[src/hdl/tfls_pkg.sv]
// Package for the timed fan and lamp sequencer: transfer payload structs,
// phase and fan command codes, register indexes and register reset values.
// No dependencies.
`default_nettype none

package tfls_pkg;

    localparam int ELAPSED_W = 10;
    localparam int SPEED_W   = 7;
    localparam int LIMIT_W   = 16;
    localparam int PHASE_W   = 3;
    localparam int CMD_W     = 2;
    localparam int CYCLES_W  = 32;
    localparam int CFG_IDX_W = 3;
    localparam int CFG_DAT_W = 16;

    typedef enum logic [PHASE_W-1:0] {
        PH_IDLE      = 3'd0,
        PH_RAMP_UP   = 3'd1,
        PH_LAMP_ON   = 3'd2,
        PH_OFF_WAIT  = 3'd3,
        PH_RAMP_DOWN = 3'd4,
        PH_REST      = 3'd5
    } phase_t;

    typedef enum logic [CMD_W-1:0] {
        CMD_NONE  = 2'd0,
        CMD_START = 2'd1,
        CMD_STOP  = 2'd2,
        CMD_ESTOP = 2'd3
    } fan_cmd_t;

    localparam logic [CFG_IDX_W-1:0] REG_FAN_SPEED_TARGET = 3'd0;
    localparam logic [CFG_IDX_W-1:0] REG_LAMP_ON_MS       = 3'd1;
    localparam logic [CFG_IDX_W-1:0] REG_LAMP_OFF_WAIT_MS = 3'd2;
    localparam logic [CFG_IDX_W-1:0] REG_RAMP_TIMEOUT_MS  = 3'd3;
    localparam logic [CFG_IDX_W-1:0] REG_REST_MS          = 3'd4;

    localparam logic [SPEED_W-1:0] RST_FAN_SPEED_TARGET = 7'd30;
    localparam logic [LIMIT_W-1:0] RST_LAMP_ON_MS       = 16'd10000;
    localparam logic [LIMIT_W-1:0] RST_LAMP_OFF_WAIT_MS = 16'd5000;
    localparam logic [LIMIT_W-1:0] RST_RAMP_TIMEOUT_MS  = 16'd10000;
    localparam logic [LIMIT_W-1:0] RST_REST_MS          = 16'd2000;

    typedef struct packed {
        logic [ELAPSED_W-1:0] elapsed_ms;
        logic                 fan_ramping;
        logic                 fan_stopped;
        logic                 fan_start_accepted;
        logic                 fan_stop_accepted;
    } poll_t;

    typedef struct packed {
        logic [PHASE_W-1:0]  phase;
        logic [CMD_W-1:0]    fan_command;
        logic                lamp_a_on;
        logic                lamp_manual_select;
        logic                ramp_timed_out;
        logic [CYCLES_W-1:0] cycles_started;
    } result_t;

endpackage

`default_nettype wire

[src/hdl/timed_fan_lamp_sequencer.sv]
// Top level of the timed fan and lamp sequencer: poll register, phase logic,
// configuration registers and result register. Depends on tfls_pkg.
`default_nettype none

//  Channel  | Signals                                  | Direction
//  poll     | poll_valid, poll_ready, poll (poll_t)    | in
//  result   | result_valid, result_ready, result       | out
//  cfg      | cfg_valid, cfg_ready, cfg_index, cfg_data | in
//
// A poll passes through two registers: the poll register, then the result
// register, which takes its result once the result register is free to accept it.
// One poll can be taken every cycle; the result register's stall propagates
// back through the poll register. Configuration writes are always ready.
// Reset leaves the block idle with the timer and cycle count at zero.

module timed_fan_lamp_sequencer
    import tfls_pkg::*;
#(
    parameter int TIMER_BITS = 16,
    parameter int COUNT_BITS = 32
)
(
    input  wire logic                 clk,
    input  wire logic                 rst_n,
    input  wire logic                 poll_valid,
    output logic                      poll_ready,
    input  wire poll_t                poll,
    output logic                      result_valid,
    input  wire logic                 result_ready,
    output result_t                   result,
    input  wire logic                 cfg_valid,
    output logic                      cfg_ready,
    input  wire logic [CFG_IDX_W-1:0] cfg_index,
    input  wire logic [CFG_DAT_W-1:0] cfg_data
);

    localparam int CMP_W = (TIMER_BITS > LIMIT_W) ? TIMER_BITS : LIMIT_W;
    localparam logic [TIMER_BITS-1:0] TIMER_MAX = {TIMER_BITS{1'b1}};

    logic [SPEED_W-1:0]    fan_speed_target_reg;
    logic [LIMIT_W-1:0]    lamp_on_ms_reg;
    logic [LIMIT_W-1:0]    lamp_off_wait_ms_reg;
    logic [LIMIT_W-1:0]    ramp_timeout_ms_reg;
    logic [LIMIT_W-1:0]    rest_ms_reg;

    logic                  poll_valid_reg;
    poll_t                 poll_reg;
    logic                  result_valid_reg;
    result_t               result_reg;
    result_t               result_next;

    phase_t                phase_reg;
    phase_t                phase_next;
    logic [TIMER_BITS-1:0] phase_timer_reg;
    logic [TIMER_BITS-1:0] phase_timer_next;
    logic [COUNT_BITS-1:0] cycle_counter_reg;
    logic [COUNT_BITS-1:0] cycle_counter_next;
    logic                  lamp_level_reg;
    logic                  lamp_level_next;

    logic                  step;
    logic [TIMER_BITS:0]   timer_sum;
    logic [TIMER_BITS-1:0] timer_sat;
    logic [CMP_W-1:0]      timer_cmp;
    fan_cmd_t              cmd;
    logic                  manual;
    logic                  timed_out;

    assign step       = poll_valid_reg && (!result_valid_reg || result_ready);
    assign poll_ready = !poll_valid_reg || step;
    assign cfg_ready  = 1'b1;
    assign result_valid = result_valid_reg;
    assign result       = result_reg;

    always_comb
    begin
        timer_sum = {1'b0, phase_timer_reg} + (TIMER_BITS + 1)'(poll_reg.elapsed_ms);
        timer_sat = timer_sum[TIMER_BITS] ? TIMER_MAX : timer_sum[TIMER_BITS-1:0];
        timer_cmp = CMP_W'(timer_sat);

        phase_next         = phase_reg;
        phase_timer_next   = timer_sat;
        cycle_counter_next = cycle_counter_reg;
        lamp_level_next    = lamp_level_reg;
        cmd                = CMD_NONE;
        manual             = 1'b0;
        timed_out          = 1'b0;

        unique case (phase_reg)
            PH_IDLE:
            begin
                cycle_counter_next = cycle_counter_reg + COUNT_BITS'(1);
                cmd = CMD_START;
                if (poll_reg.fan_start_accepted)
                begin
                    phase_next = PH_RAMP_UP;
                end
            end
            PH_RAMP_UP:
            begin
                if (!poll_reg.fan_ramping)
                begin
                    lamp_level_next = 1'b1;
                    manual = 1'b1;
                    phase_next = PH_LAMP_ON;
                end
                else if (timer_cmp > CMP_W'(ramp_timeout_ms_reg))
                begin
                    timed_out = 1'b1;
                    phase_next = PH_LAMP_ON;
                end
            end
            PH_LAMP_ON:
            begin
                if (timer_cmp >= CMP_W'(lamp_on_ms_reg))
                begin
                    lamp_level_next = 1'b0;
                    phase_next = PH_OFF_WAIT;
                end
            end
            PH_OFF_WAIT:
            begin
                if (timer_cmp >= CMP_W'(lamp_off_wait_ms_reg))
                begin
                    if (poll_reg.fan_stop_accepted)
                    begin
                        cmd = CMD_STOP;
                        phase_next = PH_RAMP_DOWN;
                    end
                    else
                    begin
                        cmd = CMD_ESTOP;
                        phase_next = PH_REST;
                    end
                end
            end
            PH_RAMP_DOWN:
            begin
                if (!poll_reg.fan_ramping && poll_reg.fan_stopped)
                begin
                    phase_next = PH_REST;
                end
                else if (timer_cmp > CMP_W'(ramp_timeout_ms_reg))
                begin
                    cmd = CMD_ESTOP;
                    timed_out = 1'b1;
                    phase_next = PH_REST;
                end
            end
            PH_REST:
            begin
                if (timer_cmp >= CMP_W'(rest_ms_reg))
                begin
                    phase_next = PH_IDLE;
                end
            end
            default:
            begin
                phase_next = PH_IDLE;
            end
        endcase

        if (phase_next != phase_reg)
        begin
            phase_timer_next = '0;
        end

        result_next.phase              = phase_next;
        result_next.fan_command        = cmd;
        result_next.lamp_a_on          = lamp_level_next;
        result_next.lamp_manual_select = manual;
        result_next.ramp_timed_out     = timed_out;
        result_next.cycles_started     = CYCLES_W'(cycle_counter_next);
    end

    always_ff @(posedge clk or negedge rst_n)
    begin
        if (!rst_n)
        begin
            fan_speed_target_reg <= RST_FAN_SPEED_TARGET;
            lamp_on_ms_reg       <= RST_LAMP_ON_MS;
            lamp_off_wait_ms_reg <= RST_LAMP_OFF_WAIT_MS;
            ramp_timeout_ms_reg  <= RST_RAMP_TIMEOUT_MS;
            rest_ms_reg          <= RST_REST_MS;
        end
        else if (cfg_valid && cfg_ready)
        begin
            unique case (cfg_index)
                REG_FAN_SPEED_TARGET: fan_speed_target_reg <= cfg_data[SPEED_W-1:0];
                REG_LAMP_ON_MS:       lamp_on_ms_reg       <= cfg_data;
                REG_LAMP_OFF_WAIT_MS: lamp_off_wait_ms_reg <= cfg_data;
                REG_RAMP_TIMEOUT_MS:  ramp_timeout_ms_reg  <= cfg_data;
                REG_REST_MS:          rest_ms_reg          <= cfg_data;
                default:              rest_ms_reg          <= rest_ms_reg;
            endcase
        end
    end

    always_ff @(posedge clk or negedge rst_n)
    begin
        if (!rst_n)
        begin
            poll_valid_reg    <= 1'b0;
            result_valid_reg  <= 1'b0;
            phase_reg         <= PH_IDLE;
            phase_timer_reg   <= '0;
            cycle_counter_reg <= '0;
            lamp_level_reg    <= 1'b0;
        end
        else
        begin
            if (poll_ready)
            begin
                poll_valid_reg <= poll_valid;
            end
            if (step)
            begin
                result_valid_reg  <= 1'b1;
                phase_reg         <= phase_next;
                phase_timer_reg   <= phase_timer_next;
                cycle_counter_reg <= cycle_counter_next;
                lamp_level_reg    <= lamp_level_next;
            end
            else if (result_ready)
            begin
                result_valid_reg <= 1'b0;
            end
        end
    end

    always_ff @(posedge clk)
    begin
        if (poll_valid && poll_ready)
        begin
            poll_reg <= poll;
        end
        if (step)
        begin
            result_reg <= result_next;
        end
    end

    // The target speed is stored but drives no output; it steers no decision.
    logic speed_target_nonzero;
    assign speed_target_nonzero = |fan_speed_target_reg;

    a_lamp_only_in_lamp_phase: assert property (@(posedge clk) disable iff (!rst_n)
        lamp_level_reg |-> (phase_reg == PH_LAMP_ON))
        else $error("lamp is lit outside the lamp-on phase");

    a_manual_pulse_lights_lamp: assert property (@(posedge clk) disable iff (!rst_n)
        (result_valid_reg && result_reg.lamp_manual_select)
            |-> (result_reg.lamp_a_on && (result_reg.phase == PH_LAMP_ON)))
        else $error("manual select pulse without the lamp turning on");

    a_rampdown_timeout_estop: assert property (@(posedge clk) disable iff (!rst_n)
        (result_valid_reg && result_reg.ramp_timed_out && (result_reg.phase == PH_REST))
            |-> (result_reg.fan_command == CMD_ESTOP))
        else $error("ramp-down timeout without emergency stop");

    a_idle_counts: assert property (@(posedge clk) disable iff (!rst_n)
        (step && (phase_reg == PH_IDLE))
            |=> (cycle_counter_reg == COUNT_BITS'($past(cycle_counter_reg) + COUNT_BITS'(1))))
        else $error("idle step did not count a start attempt");

    a_state_holds_when_stalled: assert property (@(posedge clk) disable iff (!rst_n)
        !step |=> ($stable(phase_timer_reg) && $stable(phase_reg)))
        else $error("sequencer state moved without a step");

    a_target_defined: assert property (@(posedge clk) disable iff (!rst_n)
        speed_target_nonzero |-> (fan_speed_target_reg != '0))
        else $error("fan speed target register inconsistent");

endmodule

`default_nettype wire
[config.mk]
export PLATFORM = sky130hd
export DESIGN_NAME = timed_fan_lamp_sequencer
export DESIGN_NICKNAME = d
export VERILOG_FILES = /design/src/hdl/tfls_pkg.sv /design/src/hdl/timed_fan_lamp_sequencer.sv
export SDC_FILE = /design/constraint.sdc
export NUM_CORES = 1
export LEC_CHECK = 0
export ABC_CLOCK_PERIOD_IN_PS = 4200
export BUFFER_PORTS_ARGS = -buffer_cell sky130_fd_sc_hd__buf_4
export CAP_MARGIN = 10
export CORE_MARGIN = 4
export CORE_UTILIZATION = 45
export DETAILED_ROUTE_END_ITERATION = 16
export PLACE_DENSITY_LB_ADDON = 0.08
export SLEW_MARGIN = 10
export SYNTH_ARGS = -nofsm -noshare
export SYNTH_HDL_FRONTEND = slang
export SYNTH_SLANG_ARGS = --single-unit
[constraint.sdc]
create_clock -name clk -period 4.2 [get_ports clk]
set_clock_uncertainty 0.05 [all_clocks]
set_input_delay 0.84 -clock clk [delete_from_list [all_inputs] [get_ports clk]]
set_output_delay 0.84 -clock clk [all_outputs]
set_load 0.005 [all_outputs]
# Word level (Yosys, flattened, before mapping)
# Cells that the tools add are included.
# classes
n_lt_le_gt_ge	4
eq_ne	10
div	0
n_mul	0
n_reduce_logical	14
muxes	28
bitwise_logic	0
add_sub_neg	2
shift	0
# ops
op	n
>= comparator 16 bit	3
adder 32 x 1 -> 32 bit (second input constant)	1
two-way mux 16 bit	2
two-way mux 32 bit	1
two-way mux 3 bit	8
one-hot mux 3 bit (6 select lines)	1
adder 16 x 10 -> 17 bit	1
> comparator 16 bit	1
== test 3 x 2 -> 1 bit (second input constant)	4
two-way mux 1 bit	10
== test 3 bit (second input constant)	3
AND reduction 2 bit	4
== test 3 x 1 -> 1 bit (second input constant)	2
two-way mux 2 bit	3
one-hot mux 2 bit (3 select lines)	1
one-hot mux 1 bit (2 select lines)	2
logical AND 1 bit	3
zero test 1 bit	3
zero test 3 bit	1
inequality test 3 bit	1
logical OR 1 bit	2
nonzero test 2 bit	1
# totals
n_memories	0
romBits	0
output_inout_bits	43
regBits	172
inputBits	38
ram_bits	0
latchBits	0

# Depth between registers and ports, before layout
# Gate-level depths: netlist of the first run.
# depth
ltp_word	8
mapped_depth	20
depth_no_buf	18

# Least setup slack after synthesis of the first run
# Ideal clock, no wire load.
# synth_timing
path_kind	register to register
startpoint	register poll_reg[4] in the netlist's numbering
endpoint	register phase_timer_reg[5]
synth_period_minus_slack_ns	4.389
path_stages_with_launch	19
path_buffers	1
required_ns	4.082
arrival_ns	4.271
setup_slack_ns	-0.189
setup_time_ns	0.068
cell_sequence	edfxtp_1 ha_1 fa_1 a211oi_1 o211ai_1 nand2_1 o21ai_1 nand2_1 nand2_1 ha_1 a21o_1 a221o_1 a221o_1 a211oi_2 a21oi_1 nor3b_2 o221a_4 buf_6 a32o_1
# synth_between
elab_chain_cells	8
word_cells_on_any_way	16
# synth_rtl
element	line	text
start, declared	timed_fan_lamp_sequencer.sv:47	poll_t poll_reg;
start signal, assigned	timed_fan_lamp_sequencer.sv:235	poll_reg <= poll;
adder 16 x 10 -> 17 bit *	timed_fan_lamp_sequencer.sv:77	timer_sum = {1'b0, phase_timer_reg} + (TIMER_BITS + 1)'(poll_reg.elapsed_ms);
two-way mux 16 bit *	timed_fan_lamp_sequencer.sv:78	timer_sat = timer_sum[TIMER_BITS] ? TIMER_MAX : timer_sum[TIMER_BITS-1:0];
> comparator 16 bit	timed_fan_lamp_sequencer.sv:107, timed_fan_lamp_sequencer.sv:143	
two-way mux 3 bit (on tied branches)	timed_fan_lamp_sequencer.sv:143, timed_fan_lamp_sequencer.sv:107	
two-way mux 3 bit (on tied branches)	timed_fan_lamp_sequencer.sv:139, timed_fan_lamp_sequencer.sv:101	
one-hot mux 3 bit (6 select lines)	timed_fan_lamp_sequencer.sv:89	unique case (phase_reg)
inequality test 3 bit	timed_fan_lamp_sequencer.sv:163	if (phase_next != phase_reg)
two-way mux 16 bit *	timed_fan_lamp_sequencer.sv:163	
end signal, assigned	timed_fan_lamp_sequencer.sv:220	phase_timer_reg <= phase_timer_next;
end, declared	timed_fan_lamp_sequencer.sv:54	logic [TIMER_BITS-1:0] phase_timer_reg;
# Mark *: on every way between the ends. The rest lies on a longest branch, timed or not.
# A chain may end at the register's enable or synchronous reset.

# Worst setup path after layout of the first run
# layout_timing
startpoint	register poll_reg[4] in the netlist's numbering
endpoint	register phase_reg[2]
# layout_between
elab_chain_cells	6
word_cells_on_any_way	14
# layout_rtl
element	line	text
adder 16 x 10 -> 17 bit *	timed_fan_lamp_sequencer.sv:77	
two-way mux 16 bit *	timed_fan_lamp_sequencer.sv:78	
> comparator 16 bit	timed_fan_lamp_sequencer.sv:107, timed_fan_lamp_sequencer.sv:143	
two-way mux 3 bit (on tied branches)	timed_fan_lamp_sequencer.sv:143, timed_fan_lamp_sequencer.sv:107	
two-way mux 3 bit (on tied branches)	timed_fan_lamp_sequencer.sv:139, timed_fan_lamp_sequencer.sv:101	
one-hot mux 3 bit (6 select lines) *	timed_fan_lamp_sequencer.sv:89	
net phase_next[2]	timed_fan_lamp_sequencer.sv:53	phase_t phase_next;
end signal, assigned	timed_fan_lamp_sequencer.sv:219	phase_reg <= phase_next;
end, declared	timed_fan_lamp_sequencer.sv:52	phase_t phase_reg;
# Mark *: on every way through the listed nets, which the timed path passes. The rest lies on a longest branch.

==> impl_metrics.tcl, run 1 <==
set metrics [dict create \
    status "complete, but fails checks" \
    violations "negative setup slack" \
    clockBufferDepth 2 \
    worstPathArrival_ns 4.65 \
    max_stage_delay_ns 0.42 \
    fin_nets 1099 \
    rsz0062_at_grt "yes" \
    largest_register_ffs 40 \
    syn_avg_cell_area_sq_um 10.69 \
    synth_sequential_area_ratio 0.5089 \
    rows 51 \
    seq_area_sq_um 4601 \
    dr_total_vias 6768 \
    ys_ff_latch 172 \
    dp_hpwl_um 15900 \
    cap_violations 0 \
    synth_nets 956 \
    antenna_found_initial 0 \
    overflow 0 \
    power_frac_clock 0.220 \
    cp-startpoint "poll_reg[4]" \
    max_slew_margin 0.2338 \
    synthToLayoutAreaGrowth_pct 27.76 \
    ys_warn_count 0 \
    cpMaxStageDelayCell "edfxtp_1" \
    first_iter_violations 305 \
    pwr-share-comb 0.486 \
    drive_above_1_share 0.2954 \
    first_global_vias 6942 \
    numClockSinks 172 \
    ir_worst_vdd_uv 335.0 \
    power_mw 7.614 \
    startpoint_type "flip-flop" \
    setup_viol 22 \
    root_buffer "clkbuf_16" \
    final_critical_path_setup_slack_ns -0.1809 \
    wl_per_cell_um 17.42 \
    preCtsSetupSlack_ns -0.3005 \
    synth_ff_type "dfrtp_1" \
    critPathBufInv 2 \
    switching_share 0.3689 \
    diodes 0 \
    slew_violations 0 \
    p_leak_nw 5.120 \
    fp.coreArea_sq_um 19590 \
    grt_use_total 0.2044 \
    cts_tree "done" \
    grt_pass1_wl_um 35550 \
    pwr_density_cell_nw_per_um2 659.2 \
    yosysUniqueCellTypes 66 \
    hold_path_startpoint "lamp_level_reg" \
    synth_edf_count 54 \
    power_switching_mw 2.809 \
    path_class "reg2reg" \
    min_path_type "reg2reg" \
    first_pass_iters 4 \
    worstPathMaxFanout 7 \
    chipHeight_um 149.7 \
    clock_latency_ns 0.44 \
    fillers 1669 \
    gp_congestion 0.9118 \
    worst_slew_pin_slew_ns 1.143 \
    drt-total-wl_um 22070 \
    period_needed_ns 4.381 \
    internal_power_mw 4.805 \
    async_flop_share 0.6860 \
    syn_area_sq_um 9041 \
    clock.fmax_ghz 0.2283 \
    netlist_instances 846 \
    drc 0 \
    via_per_inst 5.342 \
    htreeDepth 4 \
    critPathRequiredTime_ns 4.47 \
    timing.hold.ws_ns 0.4390 \
    setup_tns_ns -2.426 \
    ios 81 \
    p_seq_frac 0.293 \
    critical-path-top-delay-family "compound AO/OA/AOI/OAI gates" \
    cts_buffers 17 \
    hold_viol 0 \
    die_w_um 149.7 \
    start_util 0.4615 \
    multi_input_area_sq_um 4538 \
    r2r-start "poll_reg[4]" \
    io_buffers 79 \
    grt_max_degree 68 \
    ctsHoldBuffers 0 \
    path_clk_slew_ns 0.08 \
    ant_nets 0 \
    period_share 1.043 \
    worstPathCellList "ha_4, fa_2, a211oi_4, o211ai_1, nand2_1, o21ai_2, nand2_4, buf_6, nand2_1, mux2_4, buf_6, ha_4, a211oi_2, a21oi_2, o21a_1, a211o_1, nand2b_1, or3b_4, mux2_4" \
    worst_setup_path_end_kind "flip-flop" \
    dieArea_sq_um 22420 \
]
-- cell type report --
type / instances / area share
Sequential cell: 172 / 0.3983
Timing Repair Buffer: 149 / 0.1016
Tap cell: 265 / 0.02870
Clock buffer: 17 / 0.03683
Multi-Input combinational cell: 575 / 0.3929
Clock inverter: 15 / 0.01766
Inverter: 74 / 0.02405
-- power groups by stage --
stage                     clock network [mW]  logic [mW]  registers (mW)
after global routing                    1.79        4.06            2.26
after CTS                               1.71        3.45            2.22
after detailed placement                   0        3.03            2.24
after floorplan                            0        1.82            2.18
final                                   1.68        3.70            2.23
after global placement                     0        2.98            2.23
-- placed cells by master, fill, tap and decap left out, types with 4 or more instances in the layout --
| cell type | n |
|---|---|
| nor2b_1 | 4 |
| inv_1 | 73 |
| xor2_1 | 24 |
| o21ai_0 | 57 |
| o21ai_2 | 4 |
| dfrtp_1 | 97 |
| ha_4 | 13 |
| buf_6 | 8 |
| a21o_1 | 9 |
| o21ai_1 | 5 |
| and3_1 | 7 |
| nand3_1 | 24 |
| ha_1 | 58 |
| a32o_1 | 16 |
| nor2_1 | 42 |
| a21oi_2 | 8 |
| o21a_1 | 4 |
| nand2_4 | 5 |
| clkbuf_16 | 17 |
| xnor2_1 | 46 |
| nand4_1 | 12 |
| nand2b_1 | 7 |
| mux2_2 | 19 |
| a21oi_1 | 21 |
| edfxtp_1 | 54 |
| dfstp_2 | 21 |
| a211oi_2 | 6 |
| nand2_1 | 106 |
| buf_4 | 139 |
-- worst register-to-register path: cells and delay by family (launching register included) --
family | cells | cell delay, ns
mux | 2 | 0.58
flops | 1 | 0.42
fa+ha+maj | 3 | 0.73
buf+inv | 2 | 0.26
compound gates | 7 | 1.33
simple gates | 5 | 0.88
-- routing by layer --
metal | part of all wire | track usage | vias to the layer above | wire (um)
li1 | - | - | 3256 | -
met1 | 0.42 | 0.2513 | 3316 | 9338
met2 | 0.52 | 0.3624 | 155 | 11390
met3 | 0.032 | 0.03150 | 41 | 710
met4 | 0.029 | 0.07823 | 0 | 634
met5 | 0 | 0 | - | 0
-- kinds of logic after synthesis --
logic type,Yosys count,synth area share
AOI/OAI and AO/OA,165,0.1197
xor gates and xnor gates,70,0.06781
adders and majority gates,72,0.1005
buffers and inverters,100,0.04415
DFF,172,0.5089
muxes,22,0.02740
other,1,0.0004148
and+or+nand+nor,244,0.1312
-- stage by stage --
step	util	cells	cell area (sq um)
floorplan	-	846	9062
CTS	0.5804	1267	11370
global placement	0.5304	1226	10390
global route	0.5896	1267	11550
detailed placement	0.5304	1226	10390
finish	0.5896	1267	11550
-- synthesized netlist by cell type (2+ instances only) --
cell type	instances	area share
nand2_1	113	0.047
dfrtp_1	97	0.27
inv_1	74	0.031
ha_1	71	0.098
o21ai_0	64	0.035
edfxtp_1	54	0.18
xnor2_1	46	0.045
nor2_1	42	0.017
a21oi_1	32	0.018
nand3_1	24	0.013
xor2_1	24	0.023
mux2_2	22	0.027
dfstp_2	21	0.061
clkbuf_1	19	0.0079
a32o_1	16	0.018
nand4_1	12	0.0083
a21o_1	9	0.0075
and3_1	9	0.0062
a211oi_1	8	0.0066
nand2b_1	7	0.0048
a31oi_1	4	0.0028
and2_1	4	0.0028
buf_2	4	0.0022
nor2b_1	4	0.0028
o21a_1	4	0.0033
a211o_1	3	0.0029
nor3_1	3	0.0017
nor3b_1	3	0.0025
nor4bb_1	3	0.0033
o211ai_1	3	0.0025
a211oi_2	2	0.0028
a221o_1	2	0.0022
a311o_1	2	0.0022
a41oi_1	2	0.0019
and4_1	2	0.0019
buf_6	2	0.0025
nand3b_1	2	0.0017
nor3_4	2	0.0036
nor4_1	2	0.0014
o21ai_1	2	0.0011
o31a_1	2	0.0019
-- path summary, 6_finish.rpt --
kind	end	slack (ns)	cells past startpoint
worst min register to register	lamp_level_reg	0.44	2
worst max register to register	phase_reg[2]	-0.18	19
worst max-delay path	phase_reg[2]	-0.18	19
min in group asynchronous	lamp_off_wait_ms_reg[4]	0.45	1
worst min-delay path	lamp_level_reg	0.44	2
max in group asynchronous	lamp_off_wait_ms_reg[3]	2.84	2
-- timing repair --
action                     CTS  global route
gates cloned                 1             0
pin swaps                   46            28
setup endpoints to repair   24            24
setup buffers                8             4
resized for setup           47            34
Note: power is estimated with default switching activity, not from simulation.
==> run 2: changes to the inputs <==
--- a/config.mk
+++ b/config.mk
@@ -6,11 +6,11 @@
 export NUM_CORES = 1
 export LEC_CHECK = 0
 export ABC_CLOCK_PERIOD_IN_PS = 4200
-export BUFFER_PORTS_ARGS = -buffer_cell sky130_fd_sc_hd__buf_4
 export CAP_MARGIN = 10
 export CORE_MARGIN = 4
-export CORE_UTILIZATION = 45
+export CORE_UTILIZATION = 35
 export DETAILED_ROUTE_END_ITERATION = 16
+export DONT_BUFFER_PORTS = 1
 export PLACE_DENSITY_LB_ADDON = 0.08
 export SLEW_MARGIN = 10
 export SYNTH_ARGS = -nofsm -noshare
==> impl_metrics.tcl, run 2 (same netlist as run 1, synthesis figures left out) <==
set metrics [dict create \
    final_critical_path_setup_slack_ns -0.1339 \
    p_leak_nw 4.769 \
    root_buffer "clkbuf_16" \
    fin_nets 1028 \
    dieArea_sq_um 28470 \
    drt-total-wl_um 23040 \
    clock_latency_ns 0.43 \
    max_slew_margin 0.4909 \
    final_cell_mix "nand2_1, dfrtp_1, inv_1, buf_4, o21ai_0" \
    ir_worst_vdd_uv 290.8 \
    overflow 0 \
    critPathRequiredTime_ns 4.32 \
    ant_nets 0 \
    grt_pass1_wl_um 37130 \
    dp_hpwl_um 16460 \
    cts_buffers 17 \
    start_util 0.3570 \
    largest_register_ffs 40 \
    slew_violations 0 \
    cp-startpoint "poll_reg[4]" \
    synthToLayoutAreaGrowth_pct 22.49 \
    hold_viol 0 \
    ff2ff_setup_slack_ns -0.13 \
    first_global_vias 6700 \
    rows 58 \
    dpl.cell_count 1215 \
    die_w_um 168.7 \
    clock.fmax_ghz 0.2307 \
    drc 0 \
    violations "negative setup slack" \
    dr_total_vias 6436 \
    first_pass_iters 5 \
    drive_above_1_share 0.2449 \
    preCtsSetupSlack_ns -0.3240 \
    r2r_cells 19 \
    status "complete, but fails checks" \
    antenna_found_initial 0 \
    grt_use_total 0.1657 \
    grt_max_degree 119 \
    worstPathMaxFanout 5 \
    numClockSinks 172 \
    gp_congestion 0.8032 \
    via_per_inst 5.104 \
    power_mw 7.503 \
    path_clk_slew_ns 0.08 \
    fillers 2368 \
    startpoint_type "flip-flop" \
    multi_input_area_sq_um 4538 \
    ctsHoldBuffers 0 \
    worst_slew_pin_slew_ns 0.7621 \
    path_class "reg2reg" \
    clockBufferDepth 2 \
    seq_area_sq_um 4601 \
    pwr_density_cell_nw_per_um2 677.5 \
    min_path_type "in2async" \
    setup_viol 21 \
    fp.coreArea_sq_um 25330 \
    cts_tree "done" \
    first_iter_violations 440 \
    cap_violations 0 \
    rsz0062_at_grt "yes" \
    worst_setup_path_end_kind "flip-flop" \
    period_share 1.032 \
    r2r-start "poll_reg[4]" \
    period_needed_ns 4.334 \
    ios 81 \
    diodes 0 \
    instances_no_fill 1261 \
    wl_per_cell_um 18.27 \
    timing.rr.end "result[38]" \
    chipHeight_um 168.7 \
    final_common_cell "nand2_1" \
    worstPathArrival_ns 4.45 \
    htreeDepth 4 \
    io_buffers 0 \
]
run 2: stage by stage:
stage | utilization | setup TNS (ns) | instance area (sq um) | hold WS, ns
6_report | 0.4373 | -2.269 | 11070 | 0.05100
5_1_grt | 0.4373 | -6.062 | 11070 | 0.02068
2_1_floorplan | - | 0 | 9062 | 0.3964
3_3_place_gp | 0.3905 | -5.896 | 9889 | 0.4160
4_1_cts | 0.4266 | -1.555 | 10800 | 0.02336
3_5_place_dp | 0.3905 | -6.744 | 9889 | 0.4336
run 2: worst max path at each step:
stage,to,slack (ns),depth (start not counted)
after floorplan,phase_reg[2],0.0002,17
after global placement,result[36],-0.29,18
after detailed placement,phase_timer_reg[12],-0.32,18
after CTS,result[38],-0.12,19
after global routing,result[38],-0.30,19
final,result[38],-0.13,19
run 2: per-layer routing:
metal,share of wire,track usage
met1,0.45,0.2160
met2,0.50,0.2814
met3,0.037,0.03410
met4,0.016,0.04481
met5,0,0
run 2: cell type report:
cell class,instances,area share
multi-input combinational,575,0.4098
sequential,172,0.4154
timing repair buffer,78,0.05717
clock buffer,17,0.03841
inverter,74,0.02508
clock inverter,15,0.01683
tap,330,0.03728
run 2: worst max-delay path, cell delays in order, from the launching register on:
cell and delay, ns:
edfxtp_1 0.43, ha_4 0.19, fa_2 0.35, a211oi_2 0.23
o211ai_1 0.18, nand2_1 0.15, o21ai_2 0.08, nand2_2 0.11
buf_12 0.14, nand2_8 0.07, ha_4 0.22, a21o_1 0.17
a221o_1 0.35, a221o_1 0.35, a211oi_2 0.23, a21oi_2 0.10
nor3b_4 0.34, buf_6 0.16, o21a_1 0.11, nor2_1 0.04
run 2: what timing repair did:
item,4_1_cts,5_1_grt
setup endpoints to repair,24,26
pin swaps,40,24
resized for setup,39,44
setup buffers,9,7
cloned,1,0
run 2: power breakdown:
part           total (mW)  internal [mW]  switching [mW]
combinational        3.66           1.79            1.87
clock                1.61          0.814           0.797
sequential           2.23           2.04           0.194
